[config.mk]
export PLATFORM = sky130hd
export DESIGN_NAME = cir_front
export DESIGN_NICKNAME = d
export VERILOG_FILES = /design/src/hdl/cir_pkg.sv /design/src/hdl/cir_front.sv
export SDC_FILE = /design/constraint.sdc
export NUM_CORES = 1
export LEC_CHECK = 0
export ABC_AREA = 1
export BUFFER_PORTS_ARGS = -buffer_cell sky130_fd_sc_hd__clkbuf_2
export CORE_AREA = 4 4 443 445
export CTS_CLUSTER_SIZE = 16
export DETAILED_ROUTE_END_ITERATION = 10
export DIE_AREA = 0 0 447 449
export GPL_ROUTABILITY_DRIVEN = 0
export PLACE_DENSITY = 0.42
export SLEW_MARGIN = 20
export SYNTH_ARGS = -nofsm -noshare
export SYNTH_HDL_FRONTEND = slang
export SYNTH_SLANG_ARGS = --single-unit
[constraint.sdc]
create_clock -name clk -period 73.7 [get_ports clk]
set_input_delay 14.74 -clock clk [delete_from_list [all_inputs] [get_ports clk]]
set_output_delay 14.74 -clock clk [all_outputs]
set_load 0.02 [all_outputs]
[src/hdl/cir_pkg.sv]
`timescale 1ns / 1ps
// ----------------------------------------------------------------------------
// cir_pkg
// Shared types, constants and saturating fixed-point helpers for the contact
// impulse resolver.
// ----------------------------------------------------------------------------
package cir_pkg;

  localparam int FRAC_BITS  = 16;
  localparam int RATIO_BITS = 16;
  localparam int RATIO_ONE  = 65536;
  localparam int DATA_W     = 32;
  localparam int MUL_W      = DATA_W + 1;
  localparam int PROD_W     = 2 * MUL_W;
  localparam int DIV_W      = DATA_W + FRAC_BITS + 1;
  localparam int SQ_STEPS   = 32;
  localparam int QDEPTH     = 2;

  localparam logic signed [31:0] S_MAX = 32'sh7FFF_FFFF;
  localparam logic signed [31:0] S_MIN = 32'sh8000_0000;

  typedef enum logic [1:0] {
    OUT_FULL,
    OUT_SEPARATING,
    OUT_IMMOVABLE,
    OUT_NO_FRICTION
  } outcome_t;

  typedef enum logic [1:0] {
    CFG_RESTITUTION,
    CFG_STATIC_RATIO,
    CFG_DYNAMIC_RATIO,
    CFG_TOLERANCE
  } cfg_idx_t;

  typedef struct packed {
    logic [16:0] restitution;
    logic [16:0] static_ratio;
    logic [16:0] dynamic_ratio;
    logic [15:0] tolerance;
  } cfg_t;

  typedef struct packed {
    logic [63:0]        a_pos;
    logic [63:0]        b_pos;
    logic [63:0]        a_vel;
    logic [63:0]        b_vel;
    logic [63:0]        point;
    logic [63:0]        normal;
    logic signed [31:0] a_spin;
    logic signed [31:0] b_spin;
    logic [30:0]        a_inv_inertia;
    logic [30:0]        b_inv_inertia;
    logic signed [31:0] msum;
    logic               immovable;
  } item_t;

  typedef enum logic [5:0] {
    ST_IDLE, ST_CHK,
    ST_M1, ST_M2, ST_M3, ST_M4, ST_M5, ST_M6, ST_M7, ST_M8, ST_M9, ST_M10,
    ST_M11, ST_M12, ST_M13, ST_M14, ST_M15, ST_M16, ST_M17, ST_M18, ST_M19,
    ST_M20, ST_WJ, ST_P1, ST_P2, ST_WTX, ST_WTY, ST_J1, ST_J2, ST_WJT,
    ST_F1, ST_F2, ST_F3, ST_F4
  } bk_state_t;

  function automatic logic signed [67:0] ext68(input logic signed [31:0] a);
    return 68'(a);
  endfunction

  function automatic logic signed [31:0] sat32(input logic signed [67:0] v);
    if (v > 68'sd2147483647) return S_MAX;
    if (v < -68'sd2147483648) return S_MIN;
    return $signed(v[31:0]);
  endfunction

  function automatic logic signed [31:0] add_sat(input logic signed [31:0] a,
                                                 input logic signed [31:0] b);
    return sat32(ext68(a) + ext68(b));
  endfunction

  function automatic logic signed [31:0] sub_sat(input logic signed [31:0] a,
                                                 input logic signed [31:0] b);
    return sat32(ext68(a) - ext68(b));
  endfunction

  function automatic logic signed [31:0] neg_sat(input logic signed [31:0] a);
    return sat32(-ext68(a));
  endfunction

  // round half away from zero, then saturate
  function automatic logic signed [31:0] rnd_sat(input logic signed [65:0] p,
                                                 input int s);
    logic [65:0] mag;
    logic [65:0] r;
    mag = p[65] ? 66'(-p) : 66'(p);
    r = (mag + (66'd1 << (s - 1))) >> s;
    if (p[65]) return sat32(-$signed({2'b00, r}));
    return sat32($signed({2'b00, r}));
  endfunction

  function automatic logic is_zero(input logic signed [31:0] v,
                                   input logic [15:0] tol);
    logic [32:0] mag;
    mag = v[31] ? 33'(-ext68(v)) : 33'(ext68(v));
    return mag < {17'd0, tol};
  endfunction

endpackage

[src/hdl/cir_front.sv]
`timescale 1ns / 1ps
// ----------------------------------------------------------------------------
// cir_front
// Accepts contacts, flags immovable pairs and queues them for the back end.
// ----------------------------------------------------------------------------
module cir_front (
  input  logic               clk,
  input  logic               rst,
  input  logic               start,
  output logic               busy,
  input  logic [63:0]        body_a_position,
  input  logic [63:0]        body_b_position,
  input  logic [63:0]        body_a_velocity,
  input  logic [63:0]        body_b_velocity,
  input  logic [63:0]        contact_point,
  input  logic [63:0]        contact_normal,
  input  logic signed [31:0] body_a_spin,
  input  logic signed [31:0] body_b_spin,
  input  logic [30:0]        body_a_inv_mass,
  input  logic [30:0]        body_b_inv_mass,
  input  logic [30:0]        body_a_inv_inertia,
  input  logic [30:0]        body_b_inv_inertia,
  input  logic [15:0]        tolerance,
  output logic               q_valid,
  input  logic               pop,
  output cir_pkg::item_t     q_item
);

  cir_pkg::item_t ent [cir_pkg::QDEPTH];
  cir_pkg::item_t new_item;
  logic [$clog2(cir_pkg::QDEPTH)-1:0] wp;
  logic [$clog2(cir_pkg::QDEPTH)-1:0] rp;
  logic [$clog2(cir_pkg::QDEPTH+1)-1:0] cnt;
  logic push;
  logic do_pop;
  logic signed [31:0] msum;

  assign busy    = cnt == ($clog2(cir_pkg::QDEPTH+1))'(cir_pkg::QDEPTH);
  assign q_valid = cnt != '0;
  assign push    = start && !busy;
  assign do_pop  = pop && q_valid;
  assign q_item  = ent[rp];
  assign msum    = cir_pkg::add_sat($signed({1'b0, body_a_inv_mass}),
                                    $signed({1'b0, body_b_inv_mass}));

  always_comb begin
    new_item.a_pos         = body_a_position;
    new_item.b_pos         = body_b_position;
    new_item.a_vel         = body_a_velocity;
    new_item.b_vel         = body_b_velocity;
    new_item.point         = contact_point;
    new_item.normal        = contact_normal;
    new_item.a_spin        = body_a_spin;
    new_item.b_spin        = body_b_spin;
    new_item.a_inv_inertia = body_a_inv_inertia;
    new_item.b_inv_inertia = body_b_inv_inertia;
    new_item.msum          = msum;
    new_item.immovable     = cir_pkg::is_zero(msum, tolerance);
  end

  always_ff @(posedge clk) begin
    if (push) ent[wp] <= new_item;
  end

  always_ff @(posedge clk) begin
    if (rst) begin
      wp  <= '0;
      rp  <= '0;
      cnt <= '0;
    end else begin
      if (push) wp <= wp + 1'b1;
      if (do_pop) rp <= rp + 1'b1;
      cnt <= cnt + ($clog2(cir_pkg::QDEPTH+1))'(push)
                 - ($clog2(cir_pkg::QDEPTH+1))'(do_pop);
    end
  end

endmodule

* After elaboration in Yosys (flattened, before gate mapping) *
Memories as Yosys holds them, arrays and structs flattened. A register that Yosys moved wholly into a read port is not among the register bits.
Index checks and enable logic that the tools add are counted.

cells by class
  add/sub/neg operators = 6
  magnitude comparators = 3
  eq/ne operators = 1
  muxes and demuxes = 12
  reductions and logical operators = 4

operator list
  operator              number
  $mux 32               4
  $lt 33x16->1          1
  $lt 33x32->1 const B  1
  $mux 33               1
  $neg 32->33           1
  $add 31x31->32        1
  $gt 32x31->1 const B  1
  $mux 1                7
  $add 1x1->1 const B   2
  $add 2x1->2           1
  $eq 2x2->1 const B    1
  $logic_and 1x1->1     2
  $reduce_bool 2->1     1
  $sub 2x1->2           1
  $logic_not 1->1       1

word-level totals
  bits in registers = 4
  memory bits (writable) = 1086
  bits of input ports = 592
  output and inout port bits = 545
  word-level logic and storage cells = 30
  memories = 1

memories
  name  depth  bits a word  rd ports  clocked after memory_dff  write ports  RTL line         source
  ent   2      543          1         1                         1            cir_front.sv:29  cir_pkg::item_t ent [cir_pkg::QDEPTH];

* Logic depth before layout (Yosys ltp) *
  depth in word-level cells = 9
  gate-level depth with buffers = 24

* Least setup slack after synthesis *
OpenSTA, ideal clock, no wires.

  path kind = in2reg
  start point = input start
  end point = memory ent[1][0] in the netlist's numbering (enable)
  arrival time = 37.404 ns
  data required time = 72.233 ns
  slack = 34.829 ns
  stages = 2
  cells stage by stage = o21ai_0 > nor2_1

between the ends
  longest elaborated chain between the ends = 3

RTL lines
  item                          RTL line         source
  from (decl)                   cir_front.sv:9   input logic start,
  $logic_and 1x1->1             cir_front.sv:40  assign push = start && !busy;
  $mux 1                        cir_front.sv:62  if (push) ent[wp] <= new_item;
  $mux 1 (not written as such)  cir_front.sv:62
  to (decl)                     cir_front.sv:29

Every way passes these cells.

==> results.sh <==
export IMPL_status="completed"
export IMPL_insertion_delay_ns=0.73
export IMPL_place_hpwl_um=110000
export IMPL_ys_ff_latch=1091
export IMPL_critical_path_max_stage_delay_ns=0.64
export IMPL_worst_path_most_repeated_cell="buf_4"
export IMPL_max_slew_worst_pin_slew_ns=1.07
export IMPL_fin_util_pct=28.7
export IMPL_cts_sink_count=1091
export IMPL_die_y_um=449
export IMPL_setup_slack_ns=54.19
export IMPL_crit_buf_inv=5
export IMPL_ir_drop_mv=0.0205
export IMPL_routedWlPerCell_um=23.2
export IMPL_portBuffers=1136
export IMPL_detail_route_antenna_nets=0
export IMPL_io_pins=1137
export IMPL_grt_pass1_wl_um=197000
export IMPL_crit_slowest_cell="buf_4"
export IMPL_crit_fanout=128
export IMPL_setup_violations=0
export IMPL_avgSynthCellArea_um2=17.8
export IMPL_cp_arrival_ns=4.77
export IMPL_antenna_found_initial=49
export IMPL_cp_start_kind="register"
export IMPL_setup_tns_ns=0
export IMPL_cts_resized=0
export IMPL_fmax_mhz=51.3
export IMPL_routed_wl_um=145000
export IMPL_dieArea_mm2=0.201
export IMPL_path_cells="buf_4 -> buf_4 -> buf_4 -> buf_12 -> mux2_2 -> clkbuf_2"
export IMPL_vias=25000
export IMPL_grt_max_degree=139
export IMPL_cts_root_buf="clkbuf_16"
export IMPL_ys_warn_count=0
export IMPL_crit_type="register to primary output"
export IMPL_hold_buffers=0
export IMPL_power_density_mw_per_mm2=35.1
export IMPL_drive_above_1_share_pct=51.4
export IMPL_clk_pin_slew_ns=0.05
export IMPL_hp_class="register to register"
export IMPL_cts_setup_buffers=0
export IMPL_first_global_vias=25700
export IMPL_start_util_pct=22.1
export IMPL_syn_area_mm2=0.0424
export IMPL_fin_worst_skew_ns=0.0347
export IMPL_finalHoldViolations=0
export IMPL_crit_path_end_kind="primary output"
export IMPL_yosysSeqAreaShare_pct=77.1
export IMPL_clockBufferDepth=3
export IMPL_row_count=161
export IMPL_fp_dieW_um=447
export IMPL_drc=0
export IMPL_period_share_pct=26.5
export IMPL_first_pass_iters=5
export IMPL_cts_tree="built"
export IMPL_track_usage_pct=13.8
export IMPL_ys_types=38
export IMPL_cp_data_required_time_ns=58.96
export IMPL_leakage_nw=21.1
export IMPL_drt_initial_drc_count=1465
export IMPL_area_delta_synth_final_pct=29.8
export IMPL_numCtsBuffers=121
export IMPL_htree_levels=3
export IMPL_grt_ovfl_total=0
export IMPL_dp_slack_ns=53.91
export IMPL_maxSlewHeadroom_pct=28.4
export IMPL_critPathTopFamily="buffers and inverters"
export IMPL_finalMaxSlewViolations=0
export IMPL_vias_per_cell=4.01
export IMPL_core_mm2=0.192
export IMPL_drv_cap=0
export IMPL_synth_cells=2381
export IMPL_grt_setup_unrepaired="false"
export IMPL_nNetsFinal=4244
export IMPL_finalCriticalPeriod_ns=19.51
-- cell usage after synthesis --
library cell	number	area, um^2
nand4_1	9	56.3
inv_1	152	571
nand3_4	1	17.5
and2_1	5	31.3
nand2_1	285	1070
dfxtp_1	5	100
nor3_1	6	30.0
nor3b_1	2	15.0
or2_2	2	12.5
edfxtp_1	1086	32600
a21oi_1	23	115
clkbuf_1	33	124
buf_1	1	3.75
nor3_2	1	10.0
o21ai_0	4	20.0
nand3_1	35	175
fa_1	1	20.0
a31oi_1	1	6.26
nand3b_1	3	22.5
xor2_1	1	8.76
nand2_2	9	56.3
mux2_2	543	6110
nor2_2	4	25.0
clkinv_1	2	7.51
a21oi_2	1	8.76
ha_1	48	601
inv_2	4	15.0
nand3_2	4	40.0
buf_6	1	11.3
o211ai_1	2	15.0
o31ai_1	1	7.51
nor2_1	58	218
a221oi_1	1	8.76
conb_1	1	3.75
a211oi_1	1	7.51
o21bai_1	2	15.0
xnor2_1	13	114
buf_2	30	150
-- sequential cells by signal, indices dropped and copies added (netlist names), named ones only --
name  count
ent    1086
cnt       2
rp        1
wp        1
-- metal layers --
| metal | GRT usage [%] | share of wire (%) | up-vias |
|---|---|---|---|
| met5 | 0 | 0.16 | - |
| met2 | 25.2 | 52 | 857 |
| met1 | 15.1 | 37 | 12500 |
| met3 | 4.60 | 7.9 | 230 |
| met4 | 4.05 | 2.8 | 34 |
| li1 | - | - | 11400 |
-- cells in the final DEF (no fill, tap or decap), types with 4 or more instances in the layout --
| cell type | instances |
|---|---|
| nor2_2 | 4 |
| bufinv_16 | 9 |
| and2_1 | 5 |
| clkbuf_16 | 122 |
| ha_1 | 48 |
| clkbuf_2 | 1136 |
| diode_2 | 8 |
| buf_4 | 24 |
| edfxtp_1 | 1086 |
| a21oi_1 | 23 |
| nand2_2 | 9 |
| o21ai_0 | 4 |
| clkinv_2 | 27 |
| inv_1 | 152 |
| inv_2 | 4 |
| nor2_1 | 56 |
| nand4_1 | 9 |
| clkbuf_1 | 22 |
| mux2_2 | 543 |
| nand3_1 | 35 |
| nor3_1 | 6 |
| xnor2_1 | 13 |
| dfxtp_1 | 4 |
| nand2_1 | 285 |
| clkinv_1 | 34 |
| nand3_2 | 4 |
-- per-stage QoR --
stage / area, um^2 / cells / hold WS, ns / power (mW)
final: 55100 / 6235 / 0.479 / 1.93
after global routing: 55100 / 6231 / 0.512 / 2.02
after CTS: 55100 / 6227 / 0.480 / 1.97
after detailed placement: 51300 / 6006 / 0.471 / 1.38
after global placement: 51300 / 6006 / 0.465 / 1.38
after floorplan: 42400 / 2382 / 0.454 / 1.24
-- final timing paths --
| check | start | endpoint | slack, ns | cells after the start |
|---|---|---|---|---|
| setup / recovery | register | q_item[328] | 54.19 | 6 |
| hold / removal | rp | register | 0.48 | 2 |
| setup reg to reg | cnt[0] | ent[1][356] | 68.50 | 7 |
| hold reg to reg | rp | register | 0.48 | 2 |
-- cell type report --
class / count / area, um^2
timing repair buffer: 1163 / 5930
clock inverter: 77 / 674
fill: 19700 / 137000
antenna: 8 / 20.0
inverter: 158 / 593
multi-input combinational: 1068 / 8870
sequential: 1091 / 32700
clock buffer: 144 / 3140
tap: 2526 / 3160
-- logic make-up after synthesis --
family | share of synthesized area, %
buffers and inverters | 2.08
DFF | 77.1
and+or+nand+nor | 4.19
adders and majority gates | 1.46
AOI/OAI and AO/OA | 0.481
other | 0.00884
xor gates and xnor gates | 0.289
muxes | 14.4
-- worst reg2reg max path, delay by kind of cell, from the launching register on --
kind,cells,cell delay [ns]
AND/OR/NAND/NOR,1,0.21
buffers and inverters,5,3.88
flip-flops,1,0.37
AO/OA/AOI/OAI,1,0.31
-- report_power, final --
part / internal, mW / switching, mW / leakage (nW) / total (mW)
sequential: 0.793 / 0.0178 / 10.2 / 0.810
combinational: 0.179 / 0.363 / 9.07 / 0.542
clock: 0.333 / 0.248 / 1.87 / 0.581
No activity file was read; power rests on OpenSTA's default activity.
